$ cat config.mk
export PLATFORM = sky130hd
export DESIGN_NAME = uart_dual_byte_fifo
export DESIGN_NICKNAME = d
export VERILOG_FILES = /design/src/rtl/udbf_pkg.sv /design/src/rtl/udbf_ram.sv /design/src/rtl/uart_dual_byte_fifo.sv
export SDC_FILE = /design/constraint.sdc
export NUM_CORES = 2
export LEC_CHECK = 0
export BUFFER_PORTS_ARGS = -buffer_cell sky130_fd_sc_hd__buf_2
export CORE_MARGIN = 1
export CORE_UTILIZATION = 57
export CTS_CLUSTER_DIAMETER = 120
export CTS_CLUSTER_SIZE = 14
export DETAILED_ROUTE_END_ITERATION = 6
export PLACE_DENSITY = 0.76
export SYNTH_ARGS = -nofsm -noshare
export SYNTH_HDL_FRONTEND = slang
export SYNTH_SLANG_ARGS = --single-unit
export TNS_END_PERCENT = 30
$ cat constraint.sdc
create_clock -name clock -period 2.95 [get_ports clock]
set_input_delay 0.1475 -clock clock [delete_from_list [all_inputs] [get_ports clock]]
set_output_delay 0.1475 -clock clock [all_outputs]
set_load 0.01 [all_outputs]
$ cat src/rtl/udbf_pkg.sv
`timescale 1ns / 1ps
// ---------------------------------------------------------------------------
// UART dual byte FIFO package
// Word types, event and status codes and default sizes shared by the block.
// ---------------------------------------------------------------------------
package udbf_pkg;

   localparam int FIFO_DEPTH_DEF = 128;
   localparam int DATA_W         = 8;
   localparam int LEVEL_W        = 8;

   localparam logic [1:0] EV_LINE_RX = 2'd0;
   localparam logic [1:0] EV_LINE_TX = 2'd1;
   localparam logic [1:0] EV_HOST_RD = 2'd2;
   localparam logic [1:0] EV_HOST_WR = 2'd3;

   localparam logic [1:0] ST_OK    = 2'd0;
   localparam logic [1:0] ST_EMPTY = 2'd1;
   localparam logic [1:0] ST_FULL  = 2'd2;

   typedef struct packed {
      logic [1:0]        req_type;
      logic [DATA_W-1:0] data_in;
   } udbf_req_type;

   typedef struct packed {
      logic [DATA_W-1:0]  data_out;
      logic [1:0]         status;
      logic               overflow_seen;
      logic               rx_irq_enabled;
      logic               tx_irq_enabled;
      logic [LEVEL_W-1:0] rx_level;
      logic [LEVEL_W-1:0] tx_level;
   } udbf_rsp_type;

endpackage

$ cat src/rtl/udbf_ram.sv
`timescale 1ns / 1ps
// ---------------------------------------------------------------------------
// UART dual byte FIFO RAM
// Generic single write port, single read port RAM with registered read data.
// ---------------------------------------------------------------------------
module udbf_ram #(
   parameter int WIDTH = udbf_pkg::DATA_W,
   parameter int DEPTH = udbf_pkg::FIFO_DEPTH_DEF
) (
   input  logic                     clock,
   input  logic                     wr_en,
   input  logic [$clog2(DEPTH)-1:0] wr_addr,
   input  logic [WIDTH-1:0]         wr_data,
   input  logic                     rd_en,
   input  logic [$clog2(DEPTH)-1:0] rd_addr,
   output logic [WIDTH-1:0]         rd_data
);

   logic [WIDTH-1:0] mem_ff [DEPTH];
   logic [WIDTH-1:0] rd_data_ff;

   always_ff @(posedge clock) begin
      if (wr_en) begin
         mem_ff[wr_addr] <= wr_data;
      end
      if (rd_en) begin
         rd_data_ff <= mem_ff[rd_addr];
      end
   end

   assign rd_data = rd_data_ff;

endmodule

$ cat src/rtl/uart_dual_byte_fifo.sv
`timescale 1ns / 1ps
// ---------------------------------------------------------------------------
// UART dual byte FIFO
// Receive and transmit byte ring FIFOs between a serial line and a host.
// ---------------------------------------------------------------------------
// Each request word carries one event: a line byte received, the line asking
// for a byte, a host read or a host write. Every request yields exactly one
// response word with the popped byte, a status code, the overflow and
// interrupt enable flags and both FIFO levels after the event.
// Both FIFOs live in RAMs with a registered read. Indices, counts
// and flags are updated at acceptance, so the next event sees them at once.
// After acceptance a response passes the RAM read stage, then the output
// register. One request is taken per cycle while req_stall stays low.
// When the response side stalls, the output register holds its word and one
// more event waits in the read stage; after that req_stall goes high.
// Reset empties both FIFOs, clears the overflow flag and the transmit
// interrupt enable and sets the receive interrupt enable. RAM contents are
// not cleared; only written entries are ever read.
// ---------------------------------------------------------------------------
module uart_dual_byte_fifo #(
   parameter int FIFO_DEPTH = udbf_pkg::FIFO_DEPTH_DEF
) (
   input  logic                   clock,
   input  logic                   reset,
   input  logic                   req_valid,
   output logic                   req_stall,
   input  udbf_pkg::udbf_req_type req_data,
   output logic                   rsp_valid,
   input  logic                   rsp_stall,
   output udbf_pkg::udbf_rsp_type rsp_data
);

   localparam int AW = $clog2(FIFO_DEPTH);
   localparam int FW = $clog2(FIFO_DEPTH + 1);

   logic [AW-1:0] rx_wr_ff, rx_wr_in, rx_rd_ff, rx_rd_in;
   logic [AW-1:0] tx_wr_ff, tx_wr_in, tx_rd_ff, tx_rd_in;
   logic [FW-1:0] rx_fill_ff, rx_fill_in, tx_fill_ff, tx_fill_in;
   logic          overflow_ff, overflow_in;
   logic          rx_irq_ff, rx_irq_in;
   logic          tx_irq_ff, tx_irq_in;

   logic                   pend_ff, pend_in;
   logic                   pend_pop_ff, pend_pop_in;
   logic                   pend_tx_ff, pend_tx_in;
   udbf_pkg::udbf_rsp_type pend_rsp_ff, pend_rsp_in;
   logic                   rsp_valid_ff, rsp_valid_in;
   udbf_pkg::udbf_rsp_type rsp_data_ff, rsp_data_in;

   logic                          accept, advance;
   logic                          rx_we, rx_re, tx_we, tx_re;
   logic [1:0]                    status;
   logic [udbf_pkg::DATA_W-1:0]   rx_q, tx_q;

   assign advance   = pend_ff && (!rsp_valid_ff || !rsp_stall);
   assign req_stall = pend_ff && !advance;
   assign accept    = req_valid && !req_stall;

   always_comb begin
      rx_wr_in    = rx_wr_ff;
      rx_rd_in    = rx_rd_ff;
      rx_fill_in  = rx_fill_ff;
      tx_wr_in    = tx_wr_ff;
      tx_rd_in    = tx_rd_ff;
      tx_fill_in  = tx_fill_ff;
      overflow_in = overflow_ff;
      rx_irq_in   = rx_irq_ff;
      tx_irq_in   = tx_irq_ff;
      rx_we       = 1'b0;
      rx_re       = 1'b0;
      tx_we       = 1'b0;
      tx_re       = 1'b0;
      pend_pop_in = 1'b0;
      pend_tx_in  = 1'b0;
      status      = udbf_pkg::ST_OK;
      if (accept) begin
         unique case (req_data.req_type)
            udbf_pkg::EV_LINE_RX: begin
               if (rx_fill_ff == FW'(FIFO_DEPTH)) begin
                  overflow_in = 1'b1;
                  rx_irq_in   = 1'b0;
                  status      = udbf_pkg::ST_FULL;
               end else begin
                  rx_we      = 1'b1;
                  rx_wr_in   = (rx_wr_ff == AW'(FIFO_DEPTH - 1)) ? '0 : rx_wr_ff + 1'b1;
                  rx_fill_in = rx_fill_ff + 1'b1;
               end
            end
            udbf_pkg::EV_LINE_TX: begin
               if (tx_fill_ff == '0) begin
                  tx_irq_in = 1'b0;
                  status    = udbf_pkg::ST_EMPTY;
               end else begin
                  tx_re       = 1'b1;
                  pend_pop_in = 1'b1;
                  pend_tx_in  = 1'b1;
                  tx_rd_in    = (tx_rd_ff == AW'(FIFO_DEPTH - 1)) ? '0 : tx_rd_ff + 1'b1;
                  tx_fill_in  = tx_fill_ff - 1'b1;
               end
            end
            udbf_pkg::EV_HOST_RD: begin
               if (rx_fill_ff == '0) begin
                  status = udbf_pkg::ST_EMPTY;
               end else begin
                  rx_re       = 1'b1;
                  pend_pop_in = 1'b1;
                  rx_rd_in    = (rx_rd_ff == AW'(FIFO_DEPTH - 1)) ? '0 : rx_rd_ff + 1'b1;
                  rx_fill_in  = rx_fill_ff - 1'b1;
               end
            end
            udbf_pkg::EV_HOST_WR: begin
               if (tx_fill_ff == FW'(FIFO_DEPTH)) begin
                  status = udbf_pkg::ST_FULL;
               end else begin
                  tx_we      = 1'b1;
                  tx_irq_in  = 1'b1;
                  tx_wr_in   = (tx_wr_ff == AW'(FIFO_DEPTH - 1)) ? '0 : tx_wr_ff + 1'b1;
                  tx_fill_in = tx_fill_ff + 1'b1;
               end
            end
         endcase
      end
   end

   always_comb begin
      pend_rsp_in.data_out       = '0;
      pend_rsp_in.status         = status;
      pend_rsp_in.overflow_seen  = overflow_in;
      pend_rsp_in.rx_irq_enabled = rx_irq_in;
      pend_rsp_in.tx_irq_enabled = tx_irq_in;
      pend_rsp_in.rx_level       = udbf_pkg::LEVEL_W'(rx_fill_in);
      pend_rsp_in.tx_level       = udbf_pkg::LEVEL_W'(tx_fill_in);
   end

   always_comb begin
      rsp_data_in = pend_rsp_ff;
      if (pend_pop_ff) begin
         rsp_data_in.data_out = pend_tx_ff ? tx_q : rx_q;
      end
   end

   assign pend_in      = accept || (pend_ff && !advance);
   assign rsp_valid_in = advance || (rsp_valid_ff && rsp_stall);

   always_ff @(posedge clock) begin
      if (reset) begin
         rx_wr_ff     <= '0;
         rx_rd_ff     <= '0;
         rx_fill_ff   <= '0;
         tx_wr_ff     <= '0;
         tx_rd_ff     <= '0;
         tx_fill_ff   <= '0;
         overflow_ff  <= 1'b0;
         rx_irq_ff    <= 1'b1;
         tx_irq_ff    <= 1'b0;
         pend_ff      <= 1'b0;
         rsp_valid_ff <= 1'b0;
      end else begin
         rx_wr_ff     <= rx_wr_in;
         rx_rd_ff     <= rx_rd_in;
         rx_fill_ff   <= rx_fill_in;
         tx_wr_ff     <= tx_wr_in;
         tx_rd_ff     <= tx_rd_in;
         tx_fill_ff   <= tx_fill_in;
         overflow_ff  <= overflow_in;
         rx_irq_ff    <= rx_irq_in;
         tx_irq_ff    <= tx_irq_in;
         pend_ff      <= pend_in;
         rsp_valid_ff <= rsp_valid_in;
      end
   end

   always_ff @(posedge clock) begin
      if (accept) begin
         pend_pop_ff <= pend_pop_in;
         pend_tx_ff  <= pend_tx_in;
         pend_rsp_ff <= pend_rsp_in;
      end
      if (advance) begin
         rsp_data_ff <= rsp_data_in;
      end
   end

   udbf_ram #(
      .WIDTH (udbf_pkg::DATA_W),
      .DEPTH (FIFO_DEPTH)
   ) u_rx_ram (
      .clock   (clock),
      .wr_en   (rx_we),
      .wr_addr (rx_wr_ff),
      .wr_data (req_data.data_in),
      .rd_en   (rx_re),
      .rd_addr (rx_rd_ff),
      .rd_data (rx_q)
   );

   udbf_ram #(
      .WIDTH (udbf_pkg::DATA_W),
      .DEPTH (FIFO_DEPTH)
   ) u_tx_ram (
      .clock   (clock),
      .wr_en   (tx_we),
      .wr_addr (tx_wr_ff),
      .wr_data (req_data.data_in),
      .rd_en   (tx_re),
      .rd_addr (tx_rd_ff),
      .rd_data (tx_q)
   );

   assign rsp_valid = rsp_valid_ff;
   assign rsp_data  = rsp_data_ff;

endmodule

# After elaboration in Yosys (flattened, before gate mapping)

Memories as Yosys holds them, arrays and structs flattened. A register that Yosys moved wholly into a read port is not among the register bits.
Index checks and enable logic that the tools add are counted.

Memory bits (writable): 2048
Register bits after elaboration: 101
Memories kept: 2
Output and inout port bits: 31
Input port bits: 14

Memories:

| memory          | depth | bits a word | rd ports | clocked after Yosys merged registers in | wr ports | RTL line       | source |
|---|---|---|---|---|---|---|---|
| u_rx_ram.mem_ff | 128   | 8           | 1        | 1                                       | 1        | udbf_ram.sv:19 | `logic [WIDTH-1:0] mem_ff [DEPTH];` |
| u_tx_ram.mem_ff | 128   | 8           | 1        | 1                                       | 1        | udbf_ram.sv:19 |  |

Equal/unequal tests: 9
Add/subtract/negate cells: 8
Bitwise gates (word level): 4
Muxes and demuxes: 45
Reductions and logical operators: 18

Operators by type and width:

| operator            | count |
|---|---|
| $mux 8              | 7 |
| $pmux 8 s2          | 2 |
| $add 7x1->7 const B | 4 |
| $eq 7x7->1 const B  | 4 |
| $mux 7              | 4 |
| $mux 1              | 27 |
| $add 8x1->8 const B | 2 |
| $eq 8x8->1 const B  | 2 |
| $logic_not 8->1     | 2 |
| $sub 8x1->8 const B | 2 |
| $reduce_and 3->1    | 4 |
| $pmux 2 s4          | 1 |
| $eq 2x2->1 const B  | 2 |
| $logic_and 1x1->1   | 4 |
| $logic_not 1->1     | 4 |
| $mux 2              | 2 |
| $not 1->1           | 4 |
| $pmux 1 s2          | 2 |
| $logic_or 1x1->1    | 3 |
| $eq 2x1->1 const B  | 1 |
| $logic_not 2->1     | 1 |

# Depth between registers and ports, before layout

Word-level depth: 10
Mapped depth: 11

# By module

From an unflattened synthesis, not the netlist that was laid out.

Cells, all modules: 3741
Area, all modules: 84368.4 um^2

Modules (own cells, without submodules):

| module              | instances | area each (um^2) | sequential area each (um^2) | cells each |
|---|---|---|---|---|
| udbf_ram            | 2         | 39745.6          | 30989.7                     | 1635 |
| uart_dual_byte_fifo | 1         | 4877.2           | 2542.4                      | 471 |

# Least setup slack after synthesis

Ideal clock, no wire load.

Path kind: flip-flop to flip-flop
Start: reg rsp_valid_ff (netlist: rsp_valid)
End: reg rsp_data_ff (netlist bit rsp_data[0]), enable pin
Slack: -0.043 ns
Period minus slack after synthesis: 2.993 ns
Buffers on the path: 0
Cell stages (with the launch flop): 2
Arrival time: 2.533 ns
Cells stage by stage: dfxtp_1 a21boi_0

Word-level cells in the longest chain between the ends: 3

Ends and longest elaborated chain:

| what                   | RTL line                   | source |
|---|---|---|
| start, declared        | uart_dual_byte_fifo.sv:47  | `logic rsp_valid_ff, rsp_valid_in;` |
| start signal, assigned | uart_dual_byte_fifo.sv:169 | `rsp_valid_ff <= rsp_valid_in;` |
| $logic_not 1->1        | uart_dual_byte_fifo.sv:55  | `assign advance = pend_ff && (!rsp_valid_ff \|\| !rsp_stall);` |
| $logic_or 1x1->1       | uart_dual_byte_fifo.sv:55  |  |
| $logic_and 1x1->1      | uart_dual_byte_fifo.sv:55  |  |
| via advance            | uart_dual_byte_fifo.sv:50  | `logic accept, advance;` |
| end signal, assigned   | uart_dual_byte_fifo.sv:180 | `rsp_data_ff <= rsp_data_in;` |
| end, declared          | uart_dual_byte_fifo.sv:48  | `udbf_pkg::udbf_rsp_type rsp_data_ff, rsp_data_in;` |

The timed path passes the listed nets, and every way through them passes these cells.
A chain may end at the register's enable or synchronous reset.

# Worst setup path in the final report

Start: reg tx_fill_ff[0]
End: mem u_tx_ram.mem_ff[72][1] (netlist name), enable pin

Word-level cells in the longest chain between the ends: 6

Ends and longest elaborated chain:

| what                         | RTL line                   | source |
|---|---|---|
| start, declared              | uart_dual_byte_fifo.sv:38  | `logic [FW-1:0] rx_fill_ff, rx_fill_in, tx_fill_ff, tx_fill_in;` |
| start signal, assigned       | uart_dual_byte_fifo.sv:164 | `tx_fill_ff <= tx_fill_in;` |
| $eq 8x8->1                   | uart_dual_byte_fifo.sv:112 | `if (tx_fill_ff == FW'(FIFO_DEPTH)) begin` |
| $mux 1                       | uart_dual_byte_fifo.sv:112 |  |
| $mux 1                       | uart_dual_byte_fifo.sv:77  | `unique case (req_data.req_type)` |
| $mux 1                       | uart_dual_byte_fifo.sv:76  | `if (accept) begin` |
| $mux 1                       | udbf_ram.sv:23             | `if (wr_en) begin` |
| $mux 1 (implied by the code) | udbf_ram.sv:24             | `mem_ff[wr_addr] <= wr_data;` |
| end, declared                | udbf_ram.sv:19             |  |

No other way between the ends.

==> results_tabular.tex <==
\begin{tabular}{lr}
\hline
Metric & Value \\
\hline
\multicolumn{2}{l}{\textbf{Run status}} \\
\quad Status & finished with violations \\
\quad Violations in the final reports & setup timing \\
\multicolumn{2}{l}{\textbf{Global routing}} \\
\quad GR Overflow Total & 0 \\
\quad Global routing usage summed across all routing layers & 27.93\% \\
\quad Maximum number of pins on one net before global-route repair & 115 \\
\quad Antenna violations before repair & 4 \\
\quad Wire length of the first global-routing pass & 307200 µm \\
\quad Via count of the first global-routing pass & 45270 \\
\multicolumn{2}{l}{\textbf{Die}} \\
\quad Effective utilization at floorplan & 57.66\% \\
\quad Top-Level Pins & 45 \\
\quad Die outline area & 151700 µm² \\
\quad Row count & 141 \\
\quad Chip height & 389.4 µm \\
\quad Core box area & 148400 µm² \\
\quad Die width & 389.4 µm \\
\multicolumn{2}{l}{\textbf{STA}} \\
\quad Share of the cycle needed by the critical path after routing & 100.1\% \\
\quad Min cycle time layout & 2954 ps \\
\quad Actual transition at the worst max-transition pin & 1116 ps \\
\quad Final Hold Fails & 0 \\
\quad Max transition margin & 25.30\% \\
\quad Setup skew after layout & 33.22 ps \\
\quad Worst Slack Setup Final & -4.018 ps \\
\quad Setup repair after global routing missed its margin & true \\
\quad Final Setup Violations & 7 \\
\quad Peak Freq & 338.5 MHz \\
\quad Final count of pins violating max slew & 0 \\
\multicolumn{2}{l}{\textbf{Setup path}} \\
\quad Crit start category & flip-flop \\
\quad Worst r2r src & tx\_fill\_ff[0]\$\_SDFF\_PP0\_ \\
\quad Critical path arrival & 3390 ps \\
\quad Max FO, Critical Path & 9 \\
\quad Biggest cell delay along the critical path & 670 ps \\
\quad Kind of cell adding the most delay to the critical path & simple AND/OR/NAND/NOR gates \\
\quad CP Buf/Inv Count & 2 \\
\quad Endpoint class of the critical path & flip-flop \\
\quad Worst setup path class & flip-flop to flip-flop \\
\quad Crit. Startpoint & tx\_fill\_ff[0]\$\_SDFF\_PP0\_ \\
\quad Data required time of the critical path & 3380 ps \\
\quad Cell with the largest stage delay on the worst path & sky130\_fd\_sc\_hd\_\_nor2\_1 \\
\quad Cell-by-cell listing of the critical path & inv\_1 -> ha\_1 -> or4b\_1 -> o21ai\_2 -> nor3\_1 -> nand2\_1 -> buf\_4 -> nor2\_1 \\
\multicolumn{2}{l}{\textbf{Yosys}} \\
\quad Number of synthesized register bits & 2165 \\
\quad Average cell area after synthesis & 19.49 µm² \\
\quad Sequential fraction of the synthesis area & 75.41\% \\
\quad Net count after synthesis & 4417 \\
\quad Post-synth top flop & sky130\_fd\_sc\_hd\_\_edfxtp\_1 \\
\quad Post-synthesis instance total & 4390 \\
\quad Most frequent cell after synthesis & sky130\_fd\_sc\_hd\_\_edfxtp\_1 \\
\quad Largest cells by area after synthesis & sky130\_fd\_sc\_hd\_\_edfxtp\_1, sky130\_fd\_sc\_hd\_\_mux4\_2, sky130\_fd\_sc\_hd\_\_mux2i\_1, sky130\_fd\_sc\_hd\_\_nor2\_1, sky130\_fd\_sc\_hd\_\_dfxtp\_1 \\
\quad Dominant cell type by area after synthesis & sky130\_fd\_sc\_hd\_\_edfxtp\_1 \\
\quad Number of library cell types mapped by synthesis & 89 \\
\quad Post-Synthesis Cell Area & 85560 µm² \\
\quad Warnings, synthesis & 0 \\
\quad Cell types with the highest counts after synthesis & sky130\_fd\_sc\_hd\_\_edfxtp\_1, sky130\_fd\_sc\_hd\_\_mux4\_2, sky130\_fd\_sc\_hd\_\_nor2\_1, sky130\_fd\_sc\_hd\_\_mux2i\_1, sky130\_fd\_sc\_hd\_\_nand2\_1 \\
\quad Share of flip-flops with an asynchronous set or reset after synthesis & 0\% \\
\quad Fraction of post-synthesis cell area in the top cell type by area & 74.27\% \\
\quad Count of flip-flops with a built-in enable after synthesis & 2116 \\
\multicolumn{2}{l}{\textbf{Layout}} \\
\quad Post-layout utilization of the core & 65.08\% \\
\quad NumNets Final & 4918 \\
\quad Finished Cell Area & 96550 µm² \\
\quad Layout overhead on the synthesized area & 12.85\% \\
\quad Layout cells sized above 1 & 25.35\% \\
\multicolumn{2}{l}{\textbf{Clocking}} \\
\quad Clk root buf & sky130\_fd\_sc\_hd\_\_clkbuf\_16 \\
\quad Clock sinks & 2165 \\
\quad Clock latency of the later-clocked register in the worst-skew pair & 820 ps \\
\quad Clock Path Buffers & 3 \\
\quad Number of CTS-inserted buffers & 172 \\
\quad H-tree depth & 4 \\
\quad Clk slew on worst S/H paths & 70 ps \\
\quad Clock tree from TritonCTS & built \\
\multicolumn{2}{l}{\textbf{Run}} \\
\quad Number of max-capacitance violations reported & 0 \\
\multicolumn{2}{l}{\textbf{Worst hold path}} \\
\quad Hold path startpoint & req\_data[2] \\
\quad Classification of the worst-slack hold path & input port to flip-flop \\
\multicolumn{2}{l}{\textbf{Route}} \\
\quad Number of remaining DRC errors & 0 \\
\quad Detailed router's first-iteration violation count & 6679 \\
\quad Vias post-DR & 46278 \\
\quad Routed vias/inst & 6.647 \\
\quad Detailed Routing Iterations Pass 1 & 6 \\
\quad Routed wire length & 210800 µm \\
\quad Final routed wire length divided by cell count & 30.28 µm \\
\quad Remaining antenna violation count & 0 \\
\multicolumn{2}{l}{\textbf{Power and ir drop}} \\
\quad Power share of the clock group & 37.1\% \\
\quad Static Leak & 29.72 nW \\
\quad Share of total power in combinational logic & 2.9\% \\
\quad Power density relative to cell area & 583.1 nW/µm² \\
\quad Psw & 0.01119 W \\
\quad IR Drop Worst-Case VDD & 0.3804 mV \\
\quad Internal & 0.04511 W \\
\quad Sequential Power Share & 60.1\% \\
\quad Net Sw Frac & 19.88\% \\
\multicolumn{2}{l}{\textbf{Placed design}} \\
\quad Number of buffers added on ports & 44 \\
\quad Half-perimeter wire length after placement & 133100 µm \\
\quad Routability Congestion & 0.9480 \\
\quad Area after detailed placement & 91470 µm² \\
\hline
\end{tabular}
[per-layer routing]
metal | wire length, µm | global-route usage (%) | vias up
met4 | 7181 | 9.141 | 2
met2 | 98780 | 42.84 | 3143
li1 | - | - | 18893
met1 | 79930 | 40.34 | 23776
met3 | 24910 | 6.091 | 464
met5 | 13 | 0 | -
[worst paths after layout]
| kind | depth (start not counted) | slack (ps) | to |
|---|---|---|---|
| setup / recovery | 8 | -4 | u_tx_ram.mem_ff[72][1]$_DFFE_PP_ |
| hold / removal | 1 | 20 | u_tx_ram.mem_ff[126][2]$_DFFE_PP_ |
| setup reg to reg | 8 | -4 | u_tx_ram.mem_ff[72][1]$_DFFE_PP_ |
| hold reg to reg | 0 | 420 | rsp_data[0]$_DFFE_PP_ |
[flip-flops by register name, summed over array words and instances, names as in the netlist, 8 cells and up]
signal            count
u_tx_ram.rd_data      8
rx_fill_ff            8
tx_fill_ff            8
rsp_data             29
u_rx_ram.rd_data      8
u_rx_ram.mem_ff    1024
pend_rsp_ff          21
u_tx_ram.mem_ff    1024
[layout make-up]
cell class                 instances  area [µm²]
clock inverter                    13       178.9
sequential                      2165       64550
clock buffer                     228        4578
timing repair buffer             579        5146
tap                             2002        2505
multi-input combinational       1947       19490
fill                            9414       51820
antenna                            2       5.005
inverter                          26       97.59
[worst reg2reg max path, cell delays in order (launching register included)]
cell	delay (ps)
sky130_fd_sc_hd__dfxtp_1	340
sky130_fd_sc_hd__inv_1	60
sky130_fd_sc_hd__ha_1	210
sky130_fd_sc_hd__or4b_1	210
sky130_fd_sc_hd__o21ai_2	80
sky130_fd_sc_hd__nor3_1	430
sky130_fd_sc_hd__nand2_1	280
sky130_fd_sc_hd__buf_4	310
sky130_fd_sc_hd__nor2_1	670
[timing repair]
| action | CTS | global route |
|---|---|---|
| hold buffers | 11 | 0 |
| buffers inserted | 1 | 1 |
| endpoints found under the setup margin | 34 | 488 |
| resized for setup | 12 | 52 |
| endpoints found under the hold margin | 369 | 0 |
[logic make-up after synthesis]
family,count (synthesis),share of synthesized area (%)
xor gates and xnor gates,20,0.2047
adders and majority gates,13,0.1901
buffers and inverters,278,2.036
AOI/OAI and AO/OA,471,4.026
and+or+nand+nor,713,3.849
DFF,2165,75.41
muxes,730,14.28
[metrics by stage]
step	hold WS (ps)	power (W)	TNS, ps	setup WS [ps]	instances
after floorplan	246.4	0.03518	0	205.0	4390
after global placement	401.3	0.03602	-929.5	-462.8	6706
after detailed placement	404.5	0.03607	-643.7	-250.0	6706
after CTS	12.48	0.05650	0	4.719	6959
after global routing	37.72	0.05760	-4483	-128.7	6960
final	19.93	0.05630	-19.51	-4.018	6962
[power groups by stage]
stage	clock network (W)	logic, W	registers [W]
2_1_floorplan	0	0.000685	0.0345
3_3_place_gp	0	0.00152	0.0345
3_5_place_dp	0	0.00157	0.0345
4_1_cts	0.0211	0.00159	0.0338
5_1_grt	0.0221	0.00170	0.0338
6_report	0.0209	0.00161	0.0338
[layout by cell type (no fill, tap or decap), types with 23 or more instances in the layout]
cell                           n
sky130_fd_sc_hd__dfxtp_1      40
sky130_fd_sc_hd__buf_4       458
sky130_fd_sc_hd__a211oi_1     31
sky130_fd_sc_hd__a31oi_1      27
sky130_fd_sc_hd__o22ai_1      23
sky130_fd_sc_hd__nor2_2       46
sky130_fd_sc_hd__buf_2        36
sky130_fd_sc_hd__clkbuf_1     53
sky130_fd_sc_hd__mux2i_1     314
sky130_fd_sc_hd__a22o_1       23
sky130_fd_sc_hd__nand3_1      43
sky130_fd_sc_hd__clkbuf_16   175
sky130_fd_sc_hd__nor3_1       37
sky130_fd_sc_hd__mux2_2       25
sky130_fd_sc_hd__mux4_2      379
sky130_fd_sc_hd__edfxtp_1   2116
sky130_fd_sc_hd__nor2_1      285
sky130_fd_sc_hd__o21ai_0      40
sky130_fd_sc_hd__nor2b_1      38
sky130_fd_sc_hd__inv_1        24
sky130_fd_sc_hd__nand2_1     132
sky130_fd_sc_hd__o221ai_1     34
sky130_fd_sc_hd__buf_12       64
sky130_fd_sc_hd__a21oi_1      82
sky130_fd_sc_hd__a22oi_1      67
No activity file was read; power rests on OpenSTA's default activity.
